--- src/rtl/rpn_pkg.sv ---
// ----------------------------------------------------------------------------
// rpn_pkg
// types, command codes, status codes and helpers for the rpn evaluator
// ----------------------------------------------------------------------------
`default_nettype none

package rpn_pkg;

   // input and result beats
   typedef struct packed {
      logic [7:0] character;
      logic       end_of_text;
   } req_type;

   typedef struct packed {
      logic signed [63:0] value;
      logic [2:0]         status;
   } rsp_type;

   // command kinds passed from the front to the back
   localparam logic [2:0] CMD_PUSH = 3'd0;
   localparam logic [2:0] CMD_ADD  = 3'd1;
   localparam logic [2:0] CMD_SUB  = 3'd2;
   localparam logic [2:0] CMD_MUL  = 3'd3;
   localparam logic [2:0] CMD_DIV  = 3'd4;
   localparam logic [2:0] CMD_NEG  = 3'd5;
   localparam logic [2:0] CMD_ERR  = 3'd6;
   localparam logic [2:0] CMD_END  = 3'd7;

   typedef struct packed {
      logic [2:0]  kind;
      logic [2:0]  code;
      logic [63:0] data;
   } cmd_type;

   // status codes
   localparam logic [2:0] ST_OK        = 3'd0;
   localparam logic [2:0] ST_BAD_NUM   = 3'd1;
   localparam logic [2:0] ST_BAD_OP    = 3'd2;
   localparam logic [2:0] ST_FEW_OPS   = 3'd3;
   localparam logic [2:0] ST_DIV_ZERO  = 3'd4;
   localparam logic [2:0] ST_INVALID   = 3'd5;
   localparam logic [2:0] ST_OVERFLOW  = 3'd6;

   // characters
   localparam logic [7:0] CH_PLUS  = 8'h2B;
   localparam logic [7:0] CH_MINUS = 8'h2D;
   localparam logic [7:0] CH_STAR  = 8'h2A;
   localparam logic [7:0] CH_SLASH = 8'h2F;
   localparam logic [7:0] CH_TILDE = 8'h7E;
   localparam logic [7:0] CH_SPACE = 8'h20;
   localparam logic [7:0] CH_DOT   = 8'h2E;
   localparam logic [7:0] CH_ZERO  = 8'h30;
   localparam logic [7:0] CH_NINE  = 8'h39;

   localparam int          MAX_FRAC_DIGITS = 18;
   localparam logic [63:0] VAL_MIN = 64'h8000_0000_0000_0000;
   localparam logic [63:0] VAL_MAX = 64'h7FFF_FFFF_FFFF_FFFF;

   // powers of ten for the fraction denominator
   function automatic logic [59:0] pow10(input logic [4:0] n);
      logic [59:0] p;
      case (n)
         5'd0:    p = 60'd1;
         5'd1:    p = 60'd10;
         5'd2:    p = 60'd100;
         5'd3:    p = 60'd1000;
         5'd4:    p = 60'd10000;
         5'd5:    p = 60'd100000;
         5'd6:    p = 60'd1000000;
         5'd7:    p = 60'd10000000;
         5'd8:    p = 60'd100000000;
         5'd9:    p = 60'd1000000000;
         5'd10:   p = 60'd10000000000;
         5'd11:   p = 60'd100000000000;
         5'd12:   p = 60'd1000000000000;
         5'd13:   p = 60'd10000000000000;
         5'd14:   p = 60'd100000000000000;
         5'd15:   p = 60'd1000000000000000;
         5'd16:   p = 60'd10000000000000000;
         5'd17:   p = 60'd100000000000000000;
         default: p = 60'd1000000000000000000;
      endcase
      return p;
   endfunction

   // signed result from sign and magnitude, saturated
   function automatic logic [63:0] sat_mag(input logic neg, input logic hi_nz,
                                           input logic [63:0] lo);
      logic [63:0] r;
      if (neg) begin
         r = (hi_nz || lo > VAL_MIN) ? VAL_MIN : (64'd0 - lo);
      end else begin
         r = (hi_nz || lo[63]) ? VAL_MAX : lo;
      end
      return r;
   endfunction

   function automatic logic [63:0] mag_of(input logic [63:0] v);
      return v[63] ? (64'd0 - v) : v;
   endfunction

endpackage

`default_nettype wire

--- src/rtl/rpn_cmd_fifo.sv ---
// ----------------------------------------------------------------------------
// rpn_cmd_fifo
// short command queue between the parser and the stack engine
// ----------------------------------------------------------------------------
`default_nettype none

module rpn_cmd_fifo (
   input  wire logic             clock,
   input  wire logic             reset,
   input  wire logic             push,
   input  wire rpn_pkg::cmd_type push_cmd,
   output logic                  full,
   input  wire logic             pop,
   output logic                  empty,
   output rpn_pkg::cmd_type      head
);

   localparam int DEPTH = 4;

   rpn_pkg::cmd_type store_ff [DEPTH];
   logic [1:0] wr_ptr_ff, wr_ptr_in;
   logic [1:0] rd_ptr_ff, rd_ptr_in;
   logic [2:0] count_ff, count_in;

   assign full  = (count_ff == 3'(DEPTH));
   assign empty = (count_ff == 3'd0);
   assign head  = store_ff[rd_ptr_ff];

   // pointer and fill update
   always_comb begin
      wr_ptr_in = wr_ptr_ff + (push ? 2'd1 : 2'd0);
      rd_ptr_in = rd_ptr_ff + (pop ? 2'd1 : 2'd0);
      count_in  = count_ff + (push ? 3'd1 : 3'd0) - (pop ? 3'd1 : 3'd0);
   end

   always_ff @(posedge clock) begin
      if (reset) begin
         wr_ptr_ff <= '0;
         rd_ptr_ff <= '0;
         count_ff  <= '0;
      end else begin
         wr_ptr_ff <= wr_ptr_in;
         rd_ptr_ff <= rd_ptr_in;
         count_ff  <= count_in;
      end
   end

   always_ff @(posedge clock) begin
      if (push) begin
         store_ff[wr_ptr_ff] <= push_cmd;
      end
   end

endmodule

`default_nettype wire

--- config.mk ---
export PLATFORM = sky130hd
export DESIGN_NAME = rpn_cmd_fifo
export DESIGN_NICKNAME = d
export VERILOG_FILES = /design/src/rtl/rpn_pkg.sv /design/src/rtl/rpn_cmd_fifo.sv
export SDC_FILE = /design/constraint.sdc
export NUM_CORES = 1
export LEC_CHECK = 0
export BUFFER_PORTS_ARGS = -buffer_cell sky130_fd_sc_hd__buf_2
export CORE_ASPECT_RATIO = 1.75
export CORE_MARGIN = 10
export CORE_UTILIZATION = 37
export CTS_BUF_LIST = sky130_fd_sc_hd__clkbuf_8 sky130_fd_sc_hd__clkbuf_16
export DETAILED_ROUTE_END_ITERATION = 16
export GPL_ROUTABILITY_DRIVEN = 0
export GPL_TIMING_DRIVEN = 0
export SETUP_SLACK_MARGIN = 0.15
export SKIP_LAST_GASP = 1
export SLEW_MARGIN = 20
export SYNTH_ARGS = -nofsm -noshare
export SYNTH_HDL_FRONTEND = slang
export SYNTH_SLANG_ARGS = --single-unit
export TNS_END_PERCENT = 100
--- constraint.sdc ---
create_clock -name clock -period 15.1 [get_ports clock]
set_input_delay 0.755 -clock clock [delete_from_list [all_inputs] [get_ports clock]]
set_output_delay 0.755 -clock clock [all_outputs]
set_load 0.02 [all_outputs]
# --- Word level (Yosys, flattened, before mapping) ---
# Memory sizes are Yosys's and may differ from the RTL's. A register that Yosys moved wholly into a read port is not among the register bits.
# Index checks and enable logic that the tools add are counted.
totals:
  regBits: 7
  ramBits: 280
  in_bits: 74
  output_inout_bits: 72
  memories: 1
op_classes:
  add_sub_neg: 4
  eq_ne: 1
  muxes: 7
  n_reduce_logical: 1
memory_table:
  columns: ["name", "depth", "word_bits", "rd", "rd_ports_with_merged_regs", "write_ports", "line", "text"]
  rows:
  - ["store_ff", 4, 70, 1, 1, 1, "rpn_cmd_fifo.sv:20", "rpn_pkg::cmd_type store_ff [DEPTH];"]
ops:
  columns: ["op", "n"]
  rows:
  - ["$mux W1", 6]
  - ["$add A2 B1 Y2", 2]
  - ["$add A3 B1 Y3", 1]
  - ["$eq A3 B3 Y1 const B", 1]
  - ["$logic_not A3 Y1", 1]
  - ["$sub A3 B1 Y3", 1]
  - ["$mux W2", 1]

# --- Logic depth before layout (Yosys ltp) ---
logic_depth:
  ltp_word: 3
  ltp_mapped: 7
  ltp_nobuf: 7

# --- Worst setup path after synthesis ---
# Ideal clock, no wire load.
synth_path:
  kind: "input port to flip-flop"
  from: "in push"
  to: "mem store_ff[0][0] in the netlist's numbering, enable pin"
  setup_time_ns: 0.598
  t_arrival_ns: 5.810
  t_required_ns: 14.502
  setup_slack_ns: 8.692
  path_stages: 1
  path_buffers: 0
  cell_sequence: "nor3b_1"
synth_via:
  elab_chain_cells: 2
synth_rtl:
  columns: ["element", "line", "text"]
  rows:
  - ["from (decl)", "rpn_cmd_fifo.sv:10", "input wire logic push,"]
  - ["$mux W1", "rpn_cmd_fifo.sv:49", "if (push) begin"]
  - ["$mux W1 (implied by the code)", "rpn_cmd_fifo.sv:50", "store_ff[wr_ptr_ff] <= push_cmd;"]
  - ["to (decl)", "rpn_cmd_fifo.sv:20", null]
# No other way between the ends.

==> results.py <==
metrics = {
    "setup_path": {
        "critical_path_required_ns": 14.35,
        "r2r_start": "wr_ptr_ff[1]",
        "path_buf_inv": 3,
        "crit_fanout": 10,
        "critical_path_class": "reg2out",
        "r2r_setup_slack_ns": 13.15,
        "start_kind": "register",
        "worst_path_max_delay_cell": "mux4_2",
        "crit_path_end_kind": "output pin",
        "cpPeakStageDelay_ns": 0.53,
        "reg2regPathDepth": 4,
        "r2r-end": "store_ff[2][18]",
        "crit_arrival_ns": 1.99,
        "cp_cell_sequence": "buf_6 > buf_12 > mux4_2 > buf_2",
        "crit_family": "buffers and inverters",
    },
    "clocking": {
        "cts_resized": 0,
        "clk_pin_slew_ns": 0.06,
        "cts_root_buffer": "clkbuf_16",
        "cts_num_sinks": 287,
        "cts_setup_buffers": 0,
        "tritoncts": "yes",
        "cts-buffers-inserted": 25,
        "insertion_delay_ns": 0.51,
        "holdBufCountCts": 0,
        "cts_htree_levels": 1,
        "cts_buffer_depth": 3,
    },
    "pwr": {
        "power_density_nw_per_um2": 138.4,
        "power.share.clock_pct": 35.5,
        "leakage_nw": 4.320,
        "internal-power_mw": 1.364,
        "power_mw": 1.765,
        "p_sw_mw": 0.4011,
        "p_sw_share_pct": 22.73,
        "peakVddDrop_v": 0.00009764,
        "p_comb_share_pct": 12.2,
        "seqPwrFrac_pct": 52.4,
    },
    "synth": {
        "synth_top_cells_by_area": "edfxtp_1 (80%), mux4_2 (15%), buf_12 (1.3%)",
        "avgSynthCellArea_um2": 26.37,
        "synth-compound-area-share_pct": 0,
        "yosys.area_share.simple_pct": 0.7374,
        "synth_top_area_share_pct": 79.92,
        "netlist_area_um2": 10520,
        "ys_warn_count": 0,
        "synth_xor_area_share_pct": 0.3925,
        "synth_fa_ha_area_share_pct": 0.6660,
        "synth_top_family_by_area": "multiplexers",
        "yosysUniqueCellTypes": 18,
        "synth_mux_area_share_pct": 14.99,
        "ys_ff_latch": 287,
        "yosysSeqAreaShare_pct": 81.26,
        "synth_top_area_cell": "edfxtp_1",
        "syn_nets": 478,
        "netlist_instances": 399,
    },
    "timing": {
        "hold_viol_final": 0,
        "post-route-period-util_pct": 18.19,
        "slew_viol_final": 0,
        "worst_pin_slew_ns": 0.7680,
        "fin_worst_skew_ns": 0.006163,
        "fin_crit_ns": 2.746,
        "relSlewSlack_pct": 48.68,
        "finalSetupViolCount": 0,
        "rsz0062_at_grt": "false",
        "tns_ns": 0,
        "max_freq_mhz": 364.2,
    },
    "final_layout": {
        "final_util_pct": 45.59,
        "nets": 664,
        "drive_gt1_share_pct": 47.93,
        "area_growth_pct": 21.21,
        "design_area_um2": 12750,
        "mostFrequentLayoutCells": "edfxtp_1 (280), buf_2 (153), mux4_2 (70), clkbuf_16 (25)",
        "layout_commonest_cell": "edfxtp_1",
    },
    "floorplan": {
        "start_util_pct": 37.61,
        "die-area_um2": 35840,
        "ios": 146,
        "die_h_um": 243.1,
        "die_w_um": 147.5,
        "rows": 81,
        "core_um2": 27970,
    },
    "route": {
        "firstDrtPassIters": 5,
        "drc": 0,
        "first_iter_violations": 190,
        "top_layer_used": "met5",
        "wire_per_inst_um": 21.64,
        "wl_met2_um": 11710,
        "wl_met1_um": 7771,
        "drt_wl_total_um": 21150,
        "ant_nets": 0,
        "wl_met3_um": 1012,
        "num_vias": 4713,
        "vias_per_cell": 4.824,
    },
    "global_route": {
        "antenna_found_initial": 4,
        "grt_overflow": 0,
        "first_global_vias": 5407,
        "grt_first_pass_wirelength_um": 32400,
        "global_route.usage.total_pct": 11.75,
        "grt_max_degree": 40,
    },
    "min_path": {
        "hold_start": "push_cmd[63]",
        "min_path_cells": 1,
        "hp-class": "in2reg",
        "hold_path_end": "store_ff[3][63]",
    },
    "placement": {
        "placed_area_um2": 11940,
        "numPortBuffers": 145,
        "post-dp-hpwl_um": 14560,
    },
    "job": {
        "cap_violations": 0,
    },
    "status": {
        "outcome": "finished, final reports clean",
    },
}
final cells by class:
class                      instances  area, um2
fill                            2445      15220
sequential                       287       8548
multi-input combinational         92       1787
timing repair buffer             159      927.1
clock buffer                      29      680.7
tap                              373      466.7
buffer                            16      191.4
clock inverter                    16      132.6
inverter                           4      15.01
antenna                            1      2.502
synth_stat cells:
master	number
nor2_1	4
buf_6	1
inv_1	4
mux4_2	70
fa_1	1
and3_1	2
nor3_1	1
and3b_1	1
buf_12	7
nor2b_1	4
nand2_1	1
edfxtp_1	280
xor3_1	1
buf_2	8
xnor2_1	2
dfxtp_1	7
ha_1	4
nor3b_1	1
flip-flops by register name, summed over array words and instances, names as in the netlist:
register	count
rd_ptr_ff	2
count_ff	3
store_ff	280
wr_ptr_ff	2
worst max path at each step:
| stage | from | to | depth (start not counted) |
|---|---|---|---|
| final | rd_ptr_ff[0] | head[67] | 4 |
| after global routing | rd_ptr_ff[0] | head[67] | 4 |
| after CTS | rd_ptr_ff[0] | head[25] | 4 |
| after detailed placement | push | store_ff[0][38] | 5 |
| after global placement | push | store_ff[0][22] | 2 |
| after floorplan | push | store_ff[0][0] | 1 |
logic make-up after synthesis:
| group | Yosys count |
|---|---|
| multiplexers | 70 |
| adder cells (fa/ha/maj) | 5 |
| XOR/XNOR | 3 |
| AND/OR/NAND/NOR | 14 |
| flip-flops | 287 |
| buffers and inverters | 20 |
worst register-to-register path, delay by kind of cell (launching register included):
kind	cells	cell delay, ns
buf+inv	2	0.47
simple gates	2	0.75
flops	1	0.43
per-layer routing:
layer | GRT usage, % | vias up
met1 | 12.86 | 2486
met2 | 21.21 | 98
met4 | 4.827 | 6
li1 | - | 2082
met3 | 2.738 | 41
met5 | 0 | -
power groups by stage:
stage,combinational [mW],sequential [mW],clock [mW]
detailed placement,0.222,0.942,0
global placement,0.209,0.947,0
finish,0.215,0.924,0.626
floorplan,0.137,0.942,0
CTS,0.223,0.924,0.647
global route,0.233,0.927,0.676
metrics by stage:
| stage | hold slack [ns] | std cells | setup slack (ns) |
|---|---|---|---|
| after floorplan | 0.5238 | 399 | 8.692 |
| after global placement | 0.5349 | 917 | 4.523 |
| after detailed placement | 0.6026 | 931 | 12.65 |
| after CTS | 0.4109 | 976 | 12.28 |
| after global routing | 0.4237 | 977 | 12.25 |
| final | 0.4486 | 977 | 12.35 |
Power figures use the tool's default switching activity.
