**src/rtl/rpn_pkg.sv**
```systemverilog
// ----------------------------------------------------------------------------
// rpn_pkg
// types, command codes, status codes and helpers for the rpn evaluator
// ----------------------------------------------------------------------------
`default_nettype none

package rpn_pkg;

   // input and result beats
   typedef struct packed {
      logic [7:0] character;
      logic       end_of_text;
   } req_type;

   typedef struct packed {
      logic signed [63:0] value;
      logic [2:0]         status;
   } rsp_type;

   // command kinds passed from the front to the back
   localparam logic [2:0] CMD_PUSH = 3'd0;
   localparam logic [2:0] CMD_ADD  = 3'd1;
   localparam logic [2:0] CMD_SUB  = 3'd2;
   localparam logic [2:0] CMD_MUL  = 3'd3;
   localparam logic [2:0] CMD_DIV  = 3'd4;
   localparam logic [2:0] CMD_NEG  = 3'd5;
   localparam logic [2:0] CMD_ERR  = 3'd6;
   localparam logic [2:0] CMD_END  = 3'd7;

   typedef struct packed {
      logic [2:0]  kind;
      logic [2:0]  code;
      logic [63:0] data;
   } cmd_type;

   // status codes
   localparam logic [2:0] ST_OK        = 3'd0;
   localparam logic [2:0] ST_BAD_NUM   = 3'd1;
   localparam logic [2:0] ST_BAD_OP    = 3'd2;
   localparam logic [2:0] ST_FEW_OPS   = 3'd3;
   localparam logic [2:0] ST_DIV_ZERO  = 3'd4;
   localparam logic [2:0] ST_INVALID   = 3'd5;
   localparam logic [2:0] ST_OVERFLOW  = 3'd6;

   // characters
   localparam logic [7:0] CH_PLUS  = 8'h2B;
   localparam logic [7:0] CH_MINUS = 8'h2D;
   localparam logic [7:0] CH_STAR  = 8'h2A;
   localparam logic [7:0] CH_SLASH = 8'h2F;
   localparam logic [7:0] CH_TILDE = 8'h7E;
   localparam logic [7:0] CH_SPACE = 8'h20;
   localparam logic [7:0] CH_DOT   = 8'h2E;
   localparam logic [7:0] CH_ZERO  = 8'h30;
   localparam logic [7:0] CH_NINE  = 8'h39;

   localparam int          MAX_FRAC_DIGITS = 18;
   localparam logic [63:0] VAL_MIN = 64'h8000_0000_0000_0000;
   localparam logic [63:0] VAL_MAX = 64'h7FFF_FFFF_FFFF_FFFF;

   // powers of ten for the fraction denominator
   function automatic logic [59:0] pow10(input logic [4:0] n);
      logic [59:0] p;
      case (n)
         5'd0:    p = 60'd1;
         5'd1:    p = 60'd10;
         5'd2:    p = 60'd100;
         5'd3:    p = 60'd1000;
         5'd4:    p = 60'd10000;
         5'd5:    p = 60'd100000;
         5'd6:    p = 60'd1000000;
         5'd7:    p = 60'd10000000;
         5'd8:    p = 60'd100000000;
         5'd9:    p = 60'd1000000000;
         5'd10:   p = 60'd10000000000;
         5'd11:   p = 60'd100000000000;
         5'd12:   p = 60'd1000000000000;
         5'd13:   p = 60'd10000000000000;
         5'd14:   p = 60'd100000000000000;
         5'd15:   p = 60'd1000000000000000;
         5'd16:   p = 60'd10000000000000000;
         5'd17:   p = 60'd100000000000000000;
         default: p = 60'd1000000000000000000;
      endcase
      return p;
   endfunction

   // signed result from sign and magnitude, saturated
   function automatic logic [63:0] sat_mag(input logic neg, input logic hi_nz,
                                           input logic [63:0] lo);
      logic [63:0] r;
      if (neg) begin
         r = (hi_nz || lo > VAL_MIN) ? VAL_MIN : (64'd0 - lo);
      end else begin
         r = (hi_nz || lo[63]) ? VAL_MAX : lo;
      end
      return r;
   endfunction

   function automatic logic [63:0] mag_of(input logic [63:0] v);
      return v[63] ? (64'd0 - v) : v;
   endfunction

endpackage

`default_nettype wire

```
**src/rtl/rpn_front.sv**
```systemverilog
// ----------------------------------------------------------------------------
// rpn_front
// character parser: builds numbers, converts fractions, issues commands
// ----------------------------------------------------------------------------
`default_nettype none

module rpn_front #(
   parameter int TOKEN_CHARS   = 32,
   parameter int FRACTION_BITS = 32
) (
   input  wire logic             clock,
   input  wire logic             reset,
   input  wire logic             req_valid,
   output logic                  req_stall,
   input  wire rpn_pkg::req_type req_data,
   output logic                  cmd_push,
   output rpn_pkg::cmd_type      cmd_data,
   input  wire logic             cmd_full
);

   localparam int IW  = 64 - FRACTION_BITS;
   localparam int TLW = $clog2(TOKEN_CHARS + 1);
   localparam int SW  = $clog2(FRACTION_BITS + 1);
   localparam logic F_IDLE = 1'b0;
   localparam logic F_CONV = 1'b1;

   logic            state_ff, state_in;
   logic [IW-1:0]   int_ff, int_in;
   logic [59:0]     frac_ff, frac_in;
   logic [4:0]      fdig_ff, fdig_in;
   logic [TLW-1:0]  len_ff, len_in;
   logic [1:0]      dot_ff, dot_in;
   logic [60:0]     rem_ff, rem_in;
   logic [59:0]     den_ff, den_in;
   logic [FRACTION_BITS-1:0] q_ff, q_in;
   logic [SW-1:0]   step_ff, step_in;

   logic            accept;
   logic [7:0]      ch;
   logic [3:0]      digit;
   logic [IW+3:0]   int_next;
   logic [60:0]     rem_sh;
   logic            bad_num;

   assign ch       = req_data.character;
   assign digit    = 4'(ch - rpn_pkg::CH_ZERO);
   assign req_stall = (state_ff != F_IDLE) || cmd_full;
   assign accept   = req_valid && !req_stall;
   assign int_next = ({4'd0, int_ff} << 3) + ({4'd0, int_ff} << 1) + (IW+4)'(digit);
   assign rem_sh   = {rem_ff[59:0], 1'b0};
   assign bad_num  = (len_ff >= TLW'(TOKEN_CHARS)) || (dot_ff > 2'd1)
                     || (len_ff <= TLW'(dot_ff));

   always_comb begin
      state_in = state_ff;
      int_in   = int_ff;
      frac_in  = frac_ff;
      fdig_in  = fdig_ff;
      len_in   = len_ff;
      dot_in   = dot_ff;
      rem_in   = rem_ff;
      den_in   = den_ff;
      q_in     = q_ff;
      step_in  = step_ff;
      cmd_push = 1'b0;
      cmd_data = '{kind: rpn_pkg::CMD_ERR, code: rpn_pkg::ST_OK, data: 64'd0};

      unique case (state_ff)
         F_IDLE: begin
            if (accept) begin
               if (req_data.end_of_text) begin
                  // terminator: drop open token
                  cmd_push      = 1'b1;
                  cmd_data.kind = rpn_pkg::CMD_END;
                  int_in = '0; frac_in = '0; fdig_in = '0; len_in = '0; dot_in = '0;
               end else if (ch == rpn_pkg::CH_SPACE) begin
                  if (len_ff != '0) begin
                     if (bad_num) begin
                        cmd_push      = 1'b1;
                        cmd_data.code = rpn_pkg::ST_BAD_NUM;
                     end else if (int_ff[IW-1]) begin
                        cmd_push      = 1'b1;
                        cmd_data.kind = rpn_pkg::CMD_PUSH;
                        cmd_data.data = rpn_pkg::VAL_MAX;
                     end else begin
                        // start fraction scaling
                        state_in = F_CONV;
                        rem_in   = {1'b0, frac_ff};
                        den_in   = rpn_pkg::pow10(fdig_ff);
                        q_in     = '0;
                        step_in  = '0;
                     end
                     if (!(state_in == F_CONV)) begin
                        int_in = '0; frac_in = '0; fdig_in = '0;
                        len_in = '0; dot_in = '0;
                     end
                  end
               end else if (ch >= rpn_pkg::CH_ZERO && ch <= rpn_pkg::CH_NINE) begin
                  if (dot_ff == 2'd0) begin
                     if (!int_ff[IW-1]) begin
                        int_in = (int_next > (IW+4)'({1'b1, {(IW-1){1'b0}}}))
                                 ? {1'b1, {(IW-1){1'b0}}} : int_next[IW-1:0];
                     end
                  end else if (fdig_ff < 5'(rpn_pkg::MAX_FRAC_DIGITS)) begin
                     frac_in = (frac_ff << 3) + (frac_ff << 1) + 60'(digit);
                     fdig_in = fdig_ff + 5'd1;
                  end
                  if (len_ff < TLW'(TOKEN_CHARS)) len_in = len_ff + TLW'(1);
               end else if (ch == rpn_pkg::CH_DOT) begin
                  if (dot_ff < 2'd2) dot_in = dot_ff + 2'd1;
                  if (len_ff < TLW'(TOKEN_CHARS)) len_in = len_ff + TLW'(1);
               end else begin
                  cmd_push = 1'b1;
                  unique case (ch)
                     rpn_pkg::CH_PLUS:  cmd_data.kind = rpn_pkg::CMD_ADD;
                     rpn_pkg::CH_MINUS: cmd_data.kind = rpn_pkg::CMD_SUB;
                     rpn_pkg::CH_STAR:  cmd_data.kind = rpn_pkg::CMD_MUL;
                     rpn_pkg::CH_SLASH: cmd_data.kind = rpn_pkg::CMD_DIV;
                     rpn_pkg::CH_TILDE: cmd_data.kind = rpn_pkg::CMD_NEG;
                     default:           cmd_data.code = rpn_pkg::ST_BAD_OP;
                  endcase
               end
            end
         end
         F_CONV: begin
            // one quotient bit a cycle
            if (step_ff != SW'(FRACTION_BITS)) begin
               if (rem_sh >= {1'b0, den_ff}) begin
                  rem_in = rem_sh - {1'b0, den_ff};
                  q_in   = {q_ff[FRACTION_BITS-2:0], 1'b1};
               end else begin
                  rem_in = rem_sh;
                  q_in   = {q_ff[FRACTION_BITS-2:0], 1'b0};
               end
               step_in = step_ff + SW'(1);
            end else if (!cmd_full) begin
               cmd_push      = 1'b1;
               cmd_data.kind = rpn_pkg::CMD_PUSH;
               cmd_data.data = {1'b0, int_ff[IW-2:0], q_ff};
               state_in = F_IDLE;
               int_in = '0; frac_in = '0; fdig_in = '0; len_in = '0; dot_in = '0;
            end
         end
         default: state_in = F_IDLE;
      endcase
   end

   always_ff @(posedge clock) begin
      if (reset) begin
         state_ff <= F_IDLE;
         int_ff   <= '0;
         frac_ff  <= '0;
         fdig_ff  <= '0;
         len_ff   <= '0;
         dot_ff   <= '0;
         step_ff  <= '0;
      end else begin
         state_ff <= state_in;
         int_ff   <= int_in;
         frac_ff  <= frac_in;
         fdig_ff  <= fdig_in;
         len_ff   <= len_in;
         dot_ff   <= dot_in;
         step_ff  <= step_in;
      end
   end

   always_ff @(posedge clock) begin
      rem_ff <= rem_in;
      den_ff <= den_in;
      q_ff   <= q_in;
   end

endmodule

`default_nettype wire

```
**config.mk**
```make
export PLATFORM = sky130hd
export DESIGN_NAME = rpn_front
export DESIGN_NICKNAME = d
export VERILOG_FILES = /design/src/rtl/rpn_pkg.sv /design/src/rtl/rpn_front.sv
export SDC_FILE = /design/constraint.sdc
export NUM_CORES = 1
export LEC_CHECK = 0
export ABC_AREA = 1
export BUFFER_PORTS_ARGS = -buffer_cell sky130_fd_sc_hd__buf_2
export CORE_UTILIZATION = 30
export CTS_CLUSTER_SIZE = 14
export DETAILED_ROUTE_END_ITERATION = 10
export PLACE_DENSITY = 0.42
export SLEW_MARGIN = 5
export SYNTH_ARGS = -nofsm -noshare
export SYNTH_HDL_FRONTEND = slang
export SYNTH_SLANG_ARGS = --single-unit
```
**constraint.sdc**
```tcl
create_clock -name clock -period 7.06 [get_ports clock]
set_clock_uncertainty 0.15 [all_clocks]
set_input_delay 1.412 -clock clock [delete_from_list [all_inputs] [get_ports clock]]
set_output_delay 1.412 -clock clock [all_outputs]
set_load 0.02 [all_outputs]
```
# After elaboration in Yosys (flattened, before gate mapping)
# Memory sizes are Yosys's and may differ from the RTL's. A register that Yosys moved wholly into a read port is not among the register bits.
# Cells that the tools add are included.
# op_classes
add_sub_neg	10
order_cmp	10
n_eq_ne	28
mux	129
bitwise	4
reduce_logical	16
# op_table
operator	count
$mux 60	18
$mux 32	18
$mux 63	4
$pmux 60 s2	2
$mux 70	2
$pmux 32 s2	2
$pmux 64 s2	1
$mux 6	20
$mux 67	1
$mux 64	1
$ge 61x60->1	1
$add 60x4->60	1
$add 60x60->60	1
$sub 60x60->60	1
$mux 5	10
$eq 8x6->1 const B	6
$ne 4x4->1 const B	10
$add 35x33->36	1
$add 36x4->36	1
$gt 36x32->1 const B	1
$mux 1	25
$pmux 6 s2	2
$reduce_and 8->1	3
$mux 2	11
32 further kinds	54
# word_totals
regBits	264
rom_bits	1792
out_inout_bits	72
word_cells	209
mem_count	1
# memory_table
name	words	width	read_ports	rd_ports_with_merged_regs	write_ports	line	text
(name not given)	32	56	1	1	0	rpn_pkg.sv:63	case (n)

# Depth between registers and ports, before layout
# depth
depth_word	15
mapped_depth	22
mapped_depth_nobuf	21

# Worst setup path after synthesis
# OpenSTA, ideal clock, no wires.
# synth_timing
kind	input-to-reg
start	input req_data[8] (netlist name)
end	register step_ff[4]
setup_time_ns	0.058
arrival_time_ns	5.456
required_time_ns	6.852
slack_ns	1.397
stages	14
path_buffers	0
path_cell_list	nor2_1 nand3_2 inv_2 nand4_4 nor2_2 nand2_1 nor2_2 a21oi_1 inv_2 nand2_1 nor2_1 nand2_1 a21oi_1 o21a_1
# synth_via
elab_chain_cells	3
# synth_lines
element	line	text
from (decl)	rpn_front.sv:15	input wire rpn_pkg::req_type req_data,
$eq 8x6->1	rpn_front.sv:76	end else if (ch == rpn_pkg::CH_SPACE) begin
$ne 2x2->1 (no line)	n/a	
$reduce_and 7->1 (no line)	n/a	
to (signal assigned)	rpn_front.sv:164	step_ff <= step_in;
to (decl)	rpn_front.sv:36	logic [SW-1:0] step_ff, step_in;
# No other way between the ends.
# A chain may end at the register's enable or synchronous reset.

==> flow_summary.ini <==
[grt]
track_usage_pct = 21.2
grt_pass1_vias = 22500
grt_max_degree = 75
grt_first_pass_wirelength_um = 134000
use_met3_pct = 2.08
top_usage_layer = met2
met1_usage_pct = 31.4
antenna_found_initial = 0
grt_overflow = 0
grt_use_met2_pct = 32.9

[clocking]
cts_buffer_depth = 3
cts.clk_slew.worst_paths_ns = 0.06
cts_hold_buf = 0
cts_root_buf = clkbuf_16
cts-resized-gates = 0
numCtsBuffers = 36
postCtsSetupRepairBufs = 0
clk-insertion-delay-late_ns = 0.57
cts_sinks = 255
cts_max_level = 2
cts_tree = yes

[worst_setup_path]
cp.arrival_ns = 3.14
r2r-start = rem_ff[11]
cp-end-kind = output pin
start_kind = flip-flop
critPathKind = reg -> out
rr_worst_depth = 13
cp.required_ns = 5.50
cp_max_fo = 74
r2r_setup_slack_ns = 2.79
cp-endpoint = cmd_data[19]
crit_path_start = state_ff
rr_endpoint = rem_ff[49]

[yosys]
synth_area_um2 = 23800
synth-xor-area-share_pct = 2.57
synthDominantCellAreaShare_pct = 18.0
ys_seq_elements = 255
synth_compound_area_share_pct = 16.3
synth_area_leaders = edfxtp_1, nand2_1, ha_1
synthFlopType = edfxtp_1
synth_top_family_by_area = simple AND/OR/NAND/NOR gates
synth_mux_area_share_pct = 0
async_reset_ff_share_pct = 0
synth_top_cell_by_area = edfxtp_1
syn_avg_cell_area_um2 = 6.56
synth-simple-area-share_pct = 29.4
seq_area_frac_synth_pct = 27.4
ys_warn_count = 0
synth-edff-count = 143
synth_cell_types = 66
synth_cells = 3635
synthAdderAreaFrac_pct = 13.5

[sta]
timing.hold.ws_ns = 0.314
min_period_ns = 4.70
fmax_mhz = 213
finalHoldViolCount = 0
slew_viol_final = 0
worst_pin_slew_ns = 1.11
tns_ns = 0
setup_violations = 0
rsz0062_at_grt = no
fin_crit_sh_pct = 66.6
slew_headroom_pct = 25.9

[pwr]
power_mw = 3.67
leakage_nw = 13.0
peakVddDrop_uv = 184
powerDensity_nw_per_um2 = 139

[final_layout]
n_antenna_cell = 0
design_area_um2 = 26500
fin_nets = 3953
syn2layout_area_growth_pct = 11.1
drive_above_1_share_pct = 5.79
n_fill_cell = 8603

[drt]
vias = 23200
drtAntennaViolNets = 0
wl_um = 86500
first_pass_iters = 7
avgViaCountPerCell = 4.88
drc_errors = 0
wl_per_cell_um = 18.2
drt_iter0_markers = 1765

[floorplanning]
ioPinCount = 85
die_w_um = 284
row_count = 102
core_region_area_um2 = 78000
start_util_pct = 30.6
die_h_um = 284
dieArea_um2 = 80600

[run]
cap_violations = 0

[placed_design]
gp_congestion = 0.900
port_buffers = 82
dp_hpwl_um = 69700
placed_area_um2 = 25200

[outcome]
status = finished clean

[hold_path]
hold_path_class = reg -> reg
-- synthesized netlist by cell type (all sizes together), types with 39 or more instances --
cell type  count
ha           250
dfxtp        112
buf           43
a21oi        325
nand2       1055
nand3        153
edfxtp       143
o21ai        257
nor2         400
inv          548
clkbuf        41
xnor2         39
-- registers in the layout (all words and copies together), names as in the netlist --
register,flops
den_ff,51
dot_ff,2
fdig_ff,5
frac_ff,60
int_ff,32
len_ff,6
q_ff,32
rem_ff,60
state_ff,1
step_ff,6
-- through the flow --
step / worst slack, ns / utilization (%) / cells
after global routing: 2.05 / 33.9 / 4753
after floorplan: 1.40 / - / 3636
after CTS: 2.27 / 33.9 / 4753
after detailed placement: 1.92 / 32.3 / 4687
after global placement: 1.96 / 32.3 / 4687
final: 2.36 / 33.9 / 4753
-- critical path, stage by stage, from the launching register on --
cell     delay (ns)
dfxtp_4        0.45
inv_2          0.08
buf_4          0.60
nand3_1        0.25
nor2_1         0.23
nand4_1        0.12
buf_4          0.30
o21ai_0        0.22
buf_2          0.22
-- worst min path at each step --
stage	startpoint	end	slack [ns]	depth (start not counted)
detailed placement	frac_ff[59]	frac_ff[59]	0.31	2
global route	frac_ff[59]	frac_ff[59]	0.35	2
CTS	frac_ff[59]	frac_ff[59]	0.32	2
floorplan	fdig_ff[4]	den_ff[53]	0.25	0
global placement	frac_ff[59]	frac_ff[59]	0.31	2
finish	frac_ff[59]	frac_ff[59]	0.31	2
-- logic make-up after synthesis --
logic type / after synthesis
and+or+nand+nor: 1711
AOI/OAI and AO/OA: 708
buffers and inverters: 635
adders and majority gates: 255
DFF: 255
xor gates and xnor gates: 70
other: 1
-- layer usage --
layer | vias to the layer above | share of wire, %
met4 | 0 | 1.9
li1 | 12000 | -
met2 | 466 | 43
met3 | 89 | 4.2
met5 | - | 0
met1 | 10600 | 51
-- area by class of cell --
type	count	area, um^2	share of cell area, %
clock buffer	43	970	3.66
clock inverter	23	312	1.18
inverter	551	2070	7.82
multi-input combinational	2746	14800	55.8
sequential	255	6540	24.7
tap	1040	1300	4.92
timing repair buffer	95	510	1.93
-- where the power goes --
part | total (mW) | internal, mW | leakage [nW] | switching [mW]
clock | 2.02 | 1.24 | 0.615 | 0.778
combinational | 0.0920 | 0.0247 | 9.97 | 0.0674
sequential | 1.56 | 1.55 | 2.38 | 0.00350
total | 3.67 | 2.82 | 13.0 | 0.849
-- cells in the final DEF, fill, tap and decap left out, drive strengths merged, types with 26 or more instances in the layout --
master  instances
nand2        1055
inv           550
nor2          400
a21oi         325
o21ai         257
ha            250
nand3         153
edfxtp        143
dfxtp         112
buf            95
clkbuf         43
xnor2          39
xor2           31
nor3           30
a31oi          28
nand4          26
No activity file was read; power rests on OpenSTA's default activity.
